--- src/rfsc_pkg.sv ---
`default_nettype none

package rfsc_pkg;

    // Default frame length limits.
    localparam int RFSC_MAX_FRAME_LEN = 127;
    localparam int RFSC_MIN_FRAME_LEN = 3;

    // Request codes
    localparam logic [3:0] REQ_ON       = 4'd0;
    localparam logic [3:0] REQ_OFF      = 4'd1;
    localparam logic [3:0] REQ_RESET    = 4'd2;
    localparam logic [3:0] REQ_TRANSMIT = 4'd3;
    localparam logic [3:0] REQ_RECEIVE  = 4'd4;
    localparam logic [3:0] REQ_IRQ      = 4'd5;
    localparam logic [3:0] REQ_TX_LOAD  = 4'd6;
    localparam logic [3:0] REQ_TX_BYTE  = 4'd7;
    localparam logic [3:0] REQ_RX_BYTE  = 4'd8;

    // Radio mode codes
    localparam logic [2:0] MODE_OFF      = 3'd0;
    localparam logic [2:0] MODE_IDLE     = 3'd1;
    localparam logic [2:0] MODE_RX_INIT  = 3'd2;
    localparam logic [2:0] MODE_RX_BUSY  = 3'd3;
    localparam logic [2:0] MODE_RX_DONE  = 3'd4;
    localparam logic [2:0] MODE_TX_INIT  = 3'd5;
    localparam logic [2:0] MODE_TX_BUSY  = 3'd6;
    localparam logic [2:0] MODE_TX_DONE  = 3'd7;

    // Receive deframer phases
    localparam logic [1:0] RXP_LENGTH  = 2'd0;
    localparam logic [1:0] RXP_PAYLOAD = 2'd1;
    localparam logic [1:0] RXP_RSSI    = 2'd2;
    localparam logic [1:0] RXP_STATUS  = 2'd3;

    // Status codes
    localparam logic [1:0] ST_SUCCESS  = 2'd0;
    localparam logic [1:0] ST_ERROR    = 2'd1;
    localparam logic [1:0] ST_PENDING  = 2'd2;

    // Configuration register indexes
    localparam logic [2:0] CFG_RX_START_EN = 3'd0;
    localparam logic [2:0] CFG_RX_DONE_EN  = 3'd1;
    localparam logic [2:0] CFG_TX_START_EN = 3'd2;
    localparam logic [2:0] CFG_TX_DONE_EN  = 3'd3;
    localparam logic [2:0] CFG_RX_CAPACITY = 3'd4;
    localparam logic [2:0] CFG_RSSI_OFFSET = 3'd5;

    localparam logic [6:0] RX_CAPACITY_RST = 7'd125;
    localparam logic [6:0] RSSI_OFFSET_RST = 7'd73;

    // Notify bits
    localparam logic [3:0] NTF_RX_START = 4'b0001;
    localparam logic [3:0] NTF_RX_DONE  = 4'b0010;
    localparam logic [3:0] NTF_TX_START = 4'b0100;
    localparam logic [3:0] NTF_TX_DONE  = 4'b1000;

    typedef struct packed {
        logic [1:0] status;
        logic [2:0] radio_mode;
        logic [7:0] out_byte;
        logic       byte_valid;
        logic       last;
        logic [6:0] frame_length;
        logic [7:0] rssi;
        logic       crc_ok;
        logic [6:0] lqi;
        logic       flush_rx;
        logic       flush_tx;
        logic [3:0] notify;
    } t_result;

endpackage

`default_nettype wire

--- src/radio_frame_state_controller_unit.sv ---
`default_nettype none

// Radio frame state controller.
// Input channel: one transaction carries a request (command, interrupt event
// set, transmit load/byte or received FIFO byte) on i_in_valid / o_in_stall.
// Output channel: exactly one result transaction per input transaction on
// o_out_valid / i_out_stall, in order.
// The result of an accepted transaction is registered in the result register,
// or in the skid register while the result register is held. Throughput is one
// transaction per cycle while o_in_stall is low; the whole update is a single pass
// of logic from the mode and deframer registers to the result register.
// When the receiver stalls, the result register holds and one more result is
// taken into a skid register; o_in_stall rises only once the skid register
// is full, and it comes straight from a flop.
// Configuration is written through i_cfg_we / i_cfg_index / i_cfg_data; the user
// must do so only while no transaction is outstanding, the block does not enforce it.
// Synchronous reset (i_rst_n low) sets the mode to off, clears the deframer
// and the transmit count, empties both output stages and loads the
// configuration registers with their reset values.
module radio_frame_state_controller_unit
    import rfsc_pkg::*;
#(
    parameter int MAX_FRAME_LEN = RFSC_MAX_FRAME_LEN,
    parameter int MIN_FRAME_LEN = RFSC_MIN_FRAME_LEN
) (
    input  wire logic              i_clk,
    input  wire logic              i_rst_n,

    input  wire logic              i_cfg_we,
    input  wire logic [2:0]        i_cfg_index,
    input  wire logic [6:0]        i_cfg_data,

    input  wire logic              i_in_valid,
    output logic                   o_in_stall,
    input  wire logic [3:0]        i_req_type,
    input  wire logic [7:0]        i_data_byte,
    input  wire logic              i_irq_sfd,
    input  wire logic              i_irq_rx_done,
    input  wire logic              i_irq_tx_done,

    output logic                   o_out_valid,
    input  wire logic              i_out_stall,
    output logic [1:0]             o_status,
    output logic [2:0]             o_radio_mode,
    output logic [7:0]             o_out_byte,
    output logic                   o_byte_valid,
    output logic                   o_last,
    output logic [6:0]             o_frame_length,
    output logic signed [7:0]      o_rssi,
    output logic                   o_crc_ok,
    output logic [6:0]             o_lqi,
    output logic                   o_flush_rx,
    output logic                   o_flush_tx,
    output logic [3:0]             o_notify
);

    // The transmit count holds at most MAX_FRAME_LEN - 2.
    localparam int TX_CNT_W = (MAX_FRAME_LEN > 3) ? $clog2(MAX_FRAME_LEN - 1) : 1;
    localparam logic [8:0] MAX_LEN9 = 9'(MAX_FRAME_LEN);
    localparam logic [8:0] MIN_LEN9 = 9'(MIN_FRAME_LEN);

    // Configuration registers
    logic       r_rx_start_en;
    logic       r_rx_done_en;
    logic       r_tx_start_en;
    logic       r_tx_done_en;
    logic [6:0] r_rx_capacity;
    logic [6:0] r_rssi_offset;

    // Controller state
    logic [2:0]          r_mode,        n_mode;
    logic [1:0]          r_rx_phase,    n_rx_phase;
    logic [6:0]          r_rx_remain,   n_rx_remain;
    logic [6:0]          r_rx_len,      n_rx_len;
    logic [7:0]          r_rssi_hold,   n_rssi_hold;
    logic [TX_CNT_W-1:0] r_tx_remain,   n_tx_remain;

    // Output register and skid register
    logic    r_out_valid;
    logic    r_skid_valid;
    t_result r_out;
    t_result r_skid;
    t_result n_res;

    logic       accept_in;
    logic       take_out;
    logic [8:0] tx_plen;
    logic [8:0] rx_plen;
    logic [2:0] irq_mode_a;
    logic [2:0] irq_mode_b;
    logic [3:0] irq_notify;

    assign accept_in = i_in_valid && !r_skid_valid;
    assign take_out  = r_out_valid && !i_out_stall;

    assign tx_plen = {1'b0, i_data_byte} + 9'd2;
    assign rx_plen = {1'b0, i_data_byte} - 9'd2;

    always_ff @(posedge i_clk) begin
        if (!i_rst_n) begin
            r_rx_start_en <= 1'b0;
            r_rx_done_en  <= 1'b0;
            r_tx_start_en <= 1'b0;
            r_tx_done_en  <= 1'b0;
            r_rx_capacity <= RX_CAPACITY_RST;
            r_rssi_offset <= RSSI_OFFSET_RST;
        end else if (i_cfg_we) begin
            unique case (i_cfg_index)
                CFG_RX_START_EN: r_rx_start_en <= i_cfg_data[0];
                CFG_RX_DONE_EN:  r_rx_done_en  <= i_cfg_data[0];
                CFG_TX_START_EN: r_tx_start_en <= i_cfg_data[0];
                CFG_TX_DONE_EN:  r_tx_done_en  <= i_cfg_data[0];
                CFG_RX_CAPACITY: r_rx_capacity <= i_cfg_data;
                CFG_RSSI_OFFSET: r_rssi_offset <= i_cfg_data;
                default: ;
            endcase
        end
    end

    // Interrupt events apply in order: start of frame, receive done, transmit
    // done, each one seeing the mode left by the one before.
    always_comb begin
        irq_mode_a = r_mode;
        irq_notify = '0;
        if (i_irq_sfd) begin
            if (r_mode == MODE_RX_INIT && r_rx_start_en) begin
                irq_mode_a = MODE_RX_BUSY;
                irq_notify = irq_notify | NTF_RX_START;
            end else if (r_mode == MODE_TX_INIT && r_tx_start_en) begin
                irq_mode_a = MODE_TX_BUSY;
                irq_notify = irq_notify | NTF_TX_START;
            end
        end
        irq_mode_b = irq_mode_a;
        if (i_irq_rx_done && irq_mode_a == MODE_RX_BUSY && r_rx_done_en) begin
            irq_mode_b = MODE_RX_DONE;
            irq_notify = irq_notify | NTF_RX_DONE;
        end
        if (i_irq_tx_done && irq_mode_b == MODE_TX_BUSY && r_tx_done_en) begin
            irq_mode_b = MODE_TX_DONE;
            irq_notify = irq_notify | NTF_TX_DONE;
        end
    end

    always_comb begin
        n_mode      = r_mode;
        n_rx_phase  = r_rx_phase;
        n_rx_remain = r_rx_remain;
        n_rx_len    = r_rx_len;
        n_rssi_hold = r_rssi_hold;
        n_tx_remain = r_tx_remain;
        n_res       = '0;
        n_res.status = ST_SUCCESS;

        unique case (i_req_type)
            REQ_ON: begin
                n_mode = MODE_IDLE;
            end
            REQ_OFF: begin
                n_mode     = MODE_OFF;
                n_rx_phase = RXP_LENGTH;
            end
            REQ_RESET: begin
                n_mode         = MODE_OFF;
                n_rx_phase     = RXP_LENGTH;
                n_tx_remain    = '0;
                n_res.flush_rx = 1'b1;
                n_res.flush_tx = 1'b1;
            end
            REQ_TRANSMIT: begin
                n_mode = MODE_TX_INIT;
            end
            REQ_RECEIVE: begin
                n_res.flush_rx = 1'b1;
                n_rx_phase     = RXP_LENGTH;
                n_mode         = MODE_RX_INIT;
            end
            REQ_IRQ: begin
                n_mode       = irq_mode_b;
                n_res.notify = irq_notify;
            end
            REQ_TX_LOAD: begin
                if (r_mode != MODE_IDLE || tx_plen > MAX_LEN9 || tx_plen <= MIN_LEN9) begin
                    n_res.status = ST_ERROR;
                end else begin
                    n_res.flush_tx   = 1'b1;
                    n_res.out_byte   = tx_plen[7:0];
                    n_res.byte_valid = 1'b1;
                    n_tx_remain      = i_data_byte[TX_CNT_W-1:0];
                    if (i_data_byte == 8'd0) begin
                        n_res.last = 1'b1;
                    end else begin
                        n_res.status = ST_PENDING;
                    end
                end
            end
            REQ_TX_BYTE: begin
                if (r_tx_remain == '0) begin
                    n_res.status = ST_ERROR;
                end else begin
                    n_res.out_byte   = i_data_byte;
                    n_res.byte_valid = 1'b1;
                    n_tx_remain      = r_tx_remain - TX_CNT_W'(1);
                    if (r_tx_remain == TX_CNT_W'(1)) begin
                        n_res.last = 1'b1;
                    end else begin
                        n_res.status = ST_PENDING;
                    end
                end
            end
            REQ_RX_BYTE: begin
                if (r_mode != MODE_RX_DONE) begin
                    n_res.status = ST_ERROR;
                end else begin
                    case (r_rx_phase)
                        RXP_LENGTH: begin
                            if ({1'b0, i_data_byte} > MAX_LEN9 ||
                                {1'b0, i_data_byte} <= MIN_LEN9 ||
                                i_data_byte < 8'd2 ||
                                rx_plen > {2'b00, r_rx_capacity}) begin
                                n_res.flush_rx = 1'b1;
                                n_res.status   = ST_ERROR;
                            end else begin
                                n_rx_len     = rx_plen[6:0];
                                n_rx_remain  = rx_plen[6:0];
                                n_rx_phase   = (rx_plen[6:0] != 7'd0) ? RXP_PAYLOAD
                                                                       : RXP_RSSI;
                                n_res.status = ST_PENDING;
                            end
                        end
                        RXP_PAYLOAD: begin
                            n_res.out_byte   = i_data_byte;
                            n_res.byte_valid = 1'b1;
                            // The phase ends when the count reaches zero.
                            if (r_rx_remain <= 7'd1) begin
                                n_rx_remain = 7'd0;
                                n_rx_phase  = RXP_RSSI;
                            end else begin
                                n_rx_remain = r_rx_remain - 7'd1;
                            end
                            n_res.status = ST_PENDING;
                        end
                        RXP_RSSI: begin
                            n_rssi_hold  = i_data_byte - {1'b0, r_rssi_offset};
                            n_rx_phase   = RXP_STATUS;
                            n_res.status = ST_PENDING;
                        end
                        default: begin
                            n_res.last         = 1'b1;
                            n_res.frame_length = r_rx_len;
                            n_res.rssi         = r_rssi_hold;
                            n_res.crc_ok       = i_data_byte[7];
                            n_res.lqi          = i_data_byte[6:0];
                            n_res.flush_rx     = 1'b1;
                            n_mode             = MODE_IDLE;
                            n_rx_phase         = RXP_LENGTH;
                        end
                    endcase
                end
            end
            default: begin
                n_res.status = ST_ERROR;
            end
        endcase

        n_res.radio_mode = n_mode;
    end

    always_ff @(posedge i_clk) begin
        if (!i_rst_n) begin
            r_mode      <= MODE_OFF;
            r_rx_phase  <= RXP_LENGTH;
            r_rx_remain <= '0;
            r_rx_len    <= '0;
            r_rssi_hold <= '0;
            r_tx_remain <= '0;
        end else if (accept_in) begin
            r_mode      <= n_mode;
            r_rx_phase  <= n_rx_phase;
            r_rx_remain <= n_rx_remain;
            r_rx_len    <= n_rx_len;
            r_rssi_hold <= n_rssi_hold;
            r_tx_remain <= n_tx_remain;
        end
    end

    // The skid register only fills while the output register is held by a
    // stall, so it always drains into the output register first.
    always_ff @(posedge i_clk) begin
        if (!i_rst_n) begin
            r_out_valid  <= 1'b0;
            r_skid_valid <= 1'b0;
        end else if (take_out || !r_out_valid) begin
            r_out_valid  <= r_skid_valid || accept_in;
            r_skid_valid <= 1'b0;
        end else if (accept_in) begin
            r_skid_valid <= 1'b1;
        end
    end

    always_ff @(posedge i_clk) begin
        if (take_out || !r_out_valid) begin
            r_out <= r_skid_valid ? r_skid : n_res;
        end
        if (accept_in) begin
            r_skid <= n_res;
        end
    end

    assign o_in_stall     = r_skid_valid;
    assign o_out_valid    = r_out_valid;
    assign o_status       = r_out.status;
    assign o_radio_mode   = r_out.radio_mode;
    assign o_out_byte     = r_out.out_byte;
    assign o_byte_valid   = r_out.byte_valid;
    assign o_last         = r_out.last;
    assign o_frame_length = r_out.frame_length;
    assign o_rssi         = r_out.rssi;
    assign o_crc_ok       = r_out.crc_ok;
    assign o_lqi          = r_out.lqi;
    assign o_flush_rx     = r_out.flush_rx;
    assign o_flush_tx     = r_out.flush_tx;
    assign o_notify       = r_out.notify;

    a_skid_needs_out: assert property (@(posedge i_clk) disable iff (!i_rst_n)
        r_skid_valid |-> r_out_valid)
        else $error("skid register full while output register empty");

    a_skid_holds: assert property (@(posedge i_clk) disable iff (!i_rst_n)
        (r_skid_valid && i_out_stall) |=> (r_skid_valid && $stable(r_skid)))
        else $error("skid result lost during stall");

    a_byte_not_error: assert property (@(posedge i_clk) disable iff (!i_rst_n)
        (o_out_valid && o_byte_valid) |-> (o_status != ST_ERROR))
        else $error("byte emitted on an error result");

    a_notify_mode: assert property (@(posedge i_clk) disable iff (!i_rst_n)
        (o_out_valid && o_notify != 4'd0) |->
            (o_radio_mode == MODE_RX_BUSY || o_radio_mode == MODE_RX_DONE ||
             o_radio_mode == MODE_TX_BUSY || o_radio_mode == MODE_TX_DONE))
        else $error("handler fired without a receive or transmit phase");

    // A result taken while the output register is held lands in the skid
    // register, so the check looks there first.
    a_rx_phase_mode: assert property (@(posedge i_clk) disable iff (!i_rst_n)
        (accept_in && i_req_type == REQ_RX_BYTE && r_rx_phase != RXP_LENGTH &&
         r_mode == MODE_RX_DONE) |=>
            (r_out_valid && (r_skid_valid ? r_skid.status : r_out.status) != ST_ERROR))
        else $error("deframer byte answered with an error");

endmodule

`default_nettype wire

--- config.mk ---
export PLATFORM = sky130hd
export DESIGN_NAME = radio_frame_state_controller_unit
export DESIGN_NICKNAME = d
export VERILOG_FILES = /design/src/rfsc_pkg.sv /design/src/radio_frame_state_controller_unit.sv
export SDC_FILE = /design/constraint.sdc
export NUM_CORES = 1
export LEC_CHECK = 0
export BUFFER_PORTS_ARGS = -buffer_cell sky130_fd_sc_hd__buf_2
export CAP_MARGIN = 40
export CORE_MARGIN = 4
export CORE_UTILIZATION = 61
export CTS_BUF_LIST = sky130_fd_sc_hd__clkbuf_8
export DETAILED_ROUTE_END_ITERATION = 8
export HOLD_SLACK_MARGIN = 0.15
export PLACE_DENSITY = 0.84
export SLEW_MARGIN = 20
export SYNTH_ARGS = -nofsm -noshare
export SYNTH_HDL_FRONTEND = slang
export SYNTH_SLANG_ARGS = --single-unit
--- constraint.sdc ---
create_clock -name i_clk -period 3.5 [get_ports i_clk]
set_input_delay 0.35 -clock i_clk [delete_from_list [all_inputs] [get_ports i_clk]]
set_output_delay 0.35 -clock i_clk [all_outputs]
set_load 0.005 [all_outputs]
==> run_results.csv <==
group,metric,value,unit
status,status,"completed",
routing,dr.max_layer_used,"met4",
routing,drc_errors,0,
grt,antenna_found_initial,0,
yosys,syn_nets,728,
routing,drt-initial-drc-count,439,
pwr,irDropWorstVdd,0.290,mV
worst_setup_path,timing.rr.end,"o_status[1]",
die,start_util,62.5,%
pwr,powerDensity,449,nW/um^2
die,num_rows,39,
yosys,ys.flop_type,"edfxtp_1",
routing,wl_met2,7.71,mm
hold_path,hold_path_startpoint,"i_in_valid",
worst_setup_path,required,3.82,ns
grt,grt_remaining_overflow,0,
hold_path,holdPathStages,3,
hold_path,whs_endpoint,"o_out_valid",
die,fp.dieH,116,um
finish,num_antenna_cells,0,
worst_setup_path,crit_buf_inv,5,
yosys,synth_top_area_cell,"edfxtp_1",
finish,final_nets,806,
worst_setup_path,max_stage_delay,0.62,ns
finish,n_fill_cell,843,
timing,relSlewSlack,48.1,%
clocking,cts_tree,"yes",
placed_design,place_congestion,0.913,
finish,layout_common_cells,"88 x edfxtp_1, 75 x buf_2, 63 x nand2_1, 53 x nor2_1, 53 x dfxtp_1",
die,ioPinCount,76,
clocking,path_clk_slew,0.08,ns
grt,grt_max_degree,48,
clocking,htreeDepth,4,
die,die_w,116,um
yosys,synthCells,672,
grt,grt_usage,26.0,%
timing,rsz0062_at_grt,"no",
clocking,clockRootBuffer,"clkbuf_8",
timing,setup_ws,0.495,ns
yosys,synth_seq_cells,142,
timing,hold_viol_final,0,
routing,drt_pass1_iterations,5,
routing,wl_met1,7.37,mm
worst_setup_path,rr_startpoint,"r_rx_capacity[4]",
clocking,cts_sinks,142,
finish,drive_gt1_share,22.7,%
clocking,cts_made_buffers,17,
worst_setup_path,crit_family,"compound AO/OA/AOI/OAI gates",
routing,ant_nets,0,
yosys,synth_cell_types,68,
timing,finalClockSkew,0.00794,ns
pwr,leakage,3.35,nW
timing,period_needed,3.00,ns
yosys,ys_warn_count,0,
worst_setup_path,critPathCaptureType,"flip-flop",
timing,fin_setup_tns,0,ns
worst_setup_path,cpMostUsedCell,"inv_1",
worst_setup_path,cp_max_fo,5,
timing,worst_pin_slew,0.777,ns
yosys,synthTopCellsByArea,"edfxtp_1 37%, dfxtp_1 15%, mux2_2 6.8%, ha_1 4.4%, nand2_1 3.4%",
clocking,postCtsResizedCells,0,
yosys,ys_seq_area_share,52.0,%
timing,period_share,85.8,%
worst_setup_path,cp.arrival,3.33,ns
flow_run,drv_cap,0,
routing,drt_wl_total,16.5,mm
routing,detail_route.wl_per_cell,18.2,um
worst_setup_path,cp_slowest_cell,"o311ai_0",
yosys,synth_edf_count,88,
placed_design,placed_cells,867,
worst_setup_path,r2r_cells,9,
placed_design,io_buffers,75,
routing,vias_per_cell,6.01,
yosys,async_reset_ff_share,0,%
worst_setup_path,cp-start-kind,"input port",
timing,fmax,333,MHz
grt,grt_pass1_vias,5364,
placed_design,hpwl,11.6,mm
die,fp.coreArea,11500,um^2
placed_design,pre_cts_slack,0.0840,ns
routing,wl_met3,1.08,mm
clocking,clk_path_buf_depth,2,
worst_setup_path,r2r_slack,1.00,ns
yosys,syn_area_per_cell,10.7,um^2
clocking,clkLatencyLatePin,0.45,ns
routing,vias,5449,
worst_setup_path,path_cells,"buf_2, inv_1, ha_1, inv_1, nor3_1, xnor2_1, inv_1, ha_1, o21a_1, o22a_1, o21ai_0, buf_4, a31oi_1, o311ai_0, mux2_2",
hold_path,min_path_type,"in2reg",
finish,final_common_cell,"edfxtp_1",
timing,slew_viol_final,0,
timing,setup_violations,0,
finish,fin_cells,906,
worst_setup_path,worstSetupPathType,"in2reg",
yosys,synth_top_area_share,36.9,%
finish,syn_to_final_growth,14.4,%
finish,fin_util,71.5,%
yosys,syn_area,7170,um^2
die,die_area,13500,um^2
grt,grt_first_pass_wirelength,27.0,mm
final cells by class:
| class | count | area [um^2] | area share (%) |
|---|---|---|---|
| clock buffers | 17 | 234 | 2.85 |
| well taps | 143 | 179 | 2.18 |
| clock inverters | 15 | 219 | 2.67 |
| inverters | 37 | 139 | 1.69 |
| multi-input cells | 457 | 3150 | 38.4 |
| flip-flops and latches | 142 | 3720 | 45.4 |
| repair buffers | 95 | 553 | 6.74 |
power breakdown:
part | switching [mW] | internal [mW] | leakage (nW)
registers | 0.0258 | 1.84 | 1.39
clock network | 0.638 | 0.844 | 0.217
logic | 0.204 | 0.129 | 1.74
sequential cells by signal (all words and copies together) (netlist names), 2 cells and up:
name            cells
r_tx_remain         7
o_frame_length      7
o_status            2
r_rx_phase          2
o_lqi               7
r_rssi_offset       7
r_rssi_hold         8
r_rx_remain         7
o_rssi              8
o_notify            4
r_mode              3
r_skid             44
r_rx_capacity       7
o_out_byte          8
o_radio_mode        3
r_rx_len            7
cell usage after synthesis (all sizes together) (2+ instances only):
cell type	n
a211o	2
a211oi	14
a21boi	2
a21o	4
a21oi	32
a22o	3
a22oi	2
a311oi	2
a31oi	6
and2	23
and3b	3
buf	10
clkbuf	26
dfxtp	54
edfxtp	88
ha	25
inv	37
mux2	43
mux2i	7
nand2	64
nand2b	10
nand3	22
nand3b	2
nand4	3
nand4b	2
nor2	53
nor2b	9
nor3	17
nor3b	4
nor4	4
o2111ai	5
o211a	3
o211ai	13
o21a	3
o21ai	24
o221ai	2
o22a	2
o311ai	2
o31ai	4
or3	3
xnor2	11
xor2	8
how the worst max path moves through the flow:
stage	startpoint	end	slack, ns	cells past startpoint
3_5_place_dp	i_data_byte[2]	o_status[1]	0.08	15
2_1_floorplan	i_data_byte[1]	r_rx_len[3]	0.30	16
4_1_cts	i_data_byte[2]	o_status[1]	0.59	15
3_3_place_gp	i_data_byte[3]	o_status[1]	0.25	13
6_report	i_data_byte[2]	o_status[1]	0.50	15
5_1_grt	i_data_byte[2]	o_status[1]	0.36	15
stage by stage:
step / hold slack (ns) / instance area, um^2 / power [mW]
3_3_place_gp: 0.440 / 7660 / 2.21
3_5_place_dp: 0.453 / 7680 / 2.23
4_1_cts: 0.182 / 8190 / 3.70
6_report: 0.209 / 8200 / 3.68
5_1_grt: 0.196 / 8200 / 3.82
2_1_floorplan: 0.427 / 7170 / 2.10
per-layer routing:
layer  vias up  track usage, %
met5         -               0
met1      2607            35.4
met2       210            41.0
met4         0            9.28
met3        33            6.22
li1       2599               -
repair_timing:
item / 4_1_cts / 5_1_grt
hold buffers: 6 / 0
endpoints found under the hold margin: 12 / 0
buffers inserted: 0 / 0
tightest hold or removal path, stage by stage:
cell,delay (ns)
buf_2,0.09
nor2_1,0.04
a21oi_1,0.13
logic make-up after synthesis:
group	Yosys count	synth area share [%]
AO/OA/AOI/OAI	138	13.8
flip-flops	142	52.0
AND/OR/NAND/NOR	224	15.4
XOR/XNOR	19	2.32
adder cells (fa/ha/maj)	26	4.64
multiplexers	50	7.73
buffers and inverters	73	4.10
(Power assumes the default switching activity.)
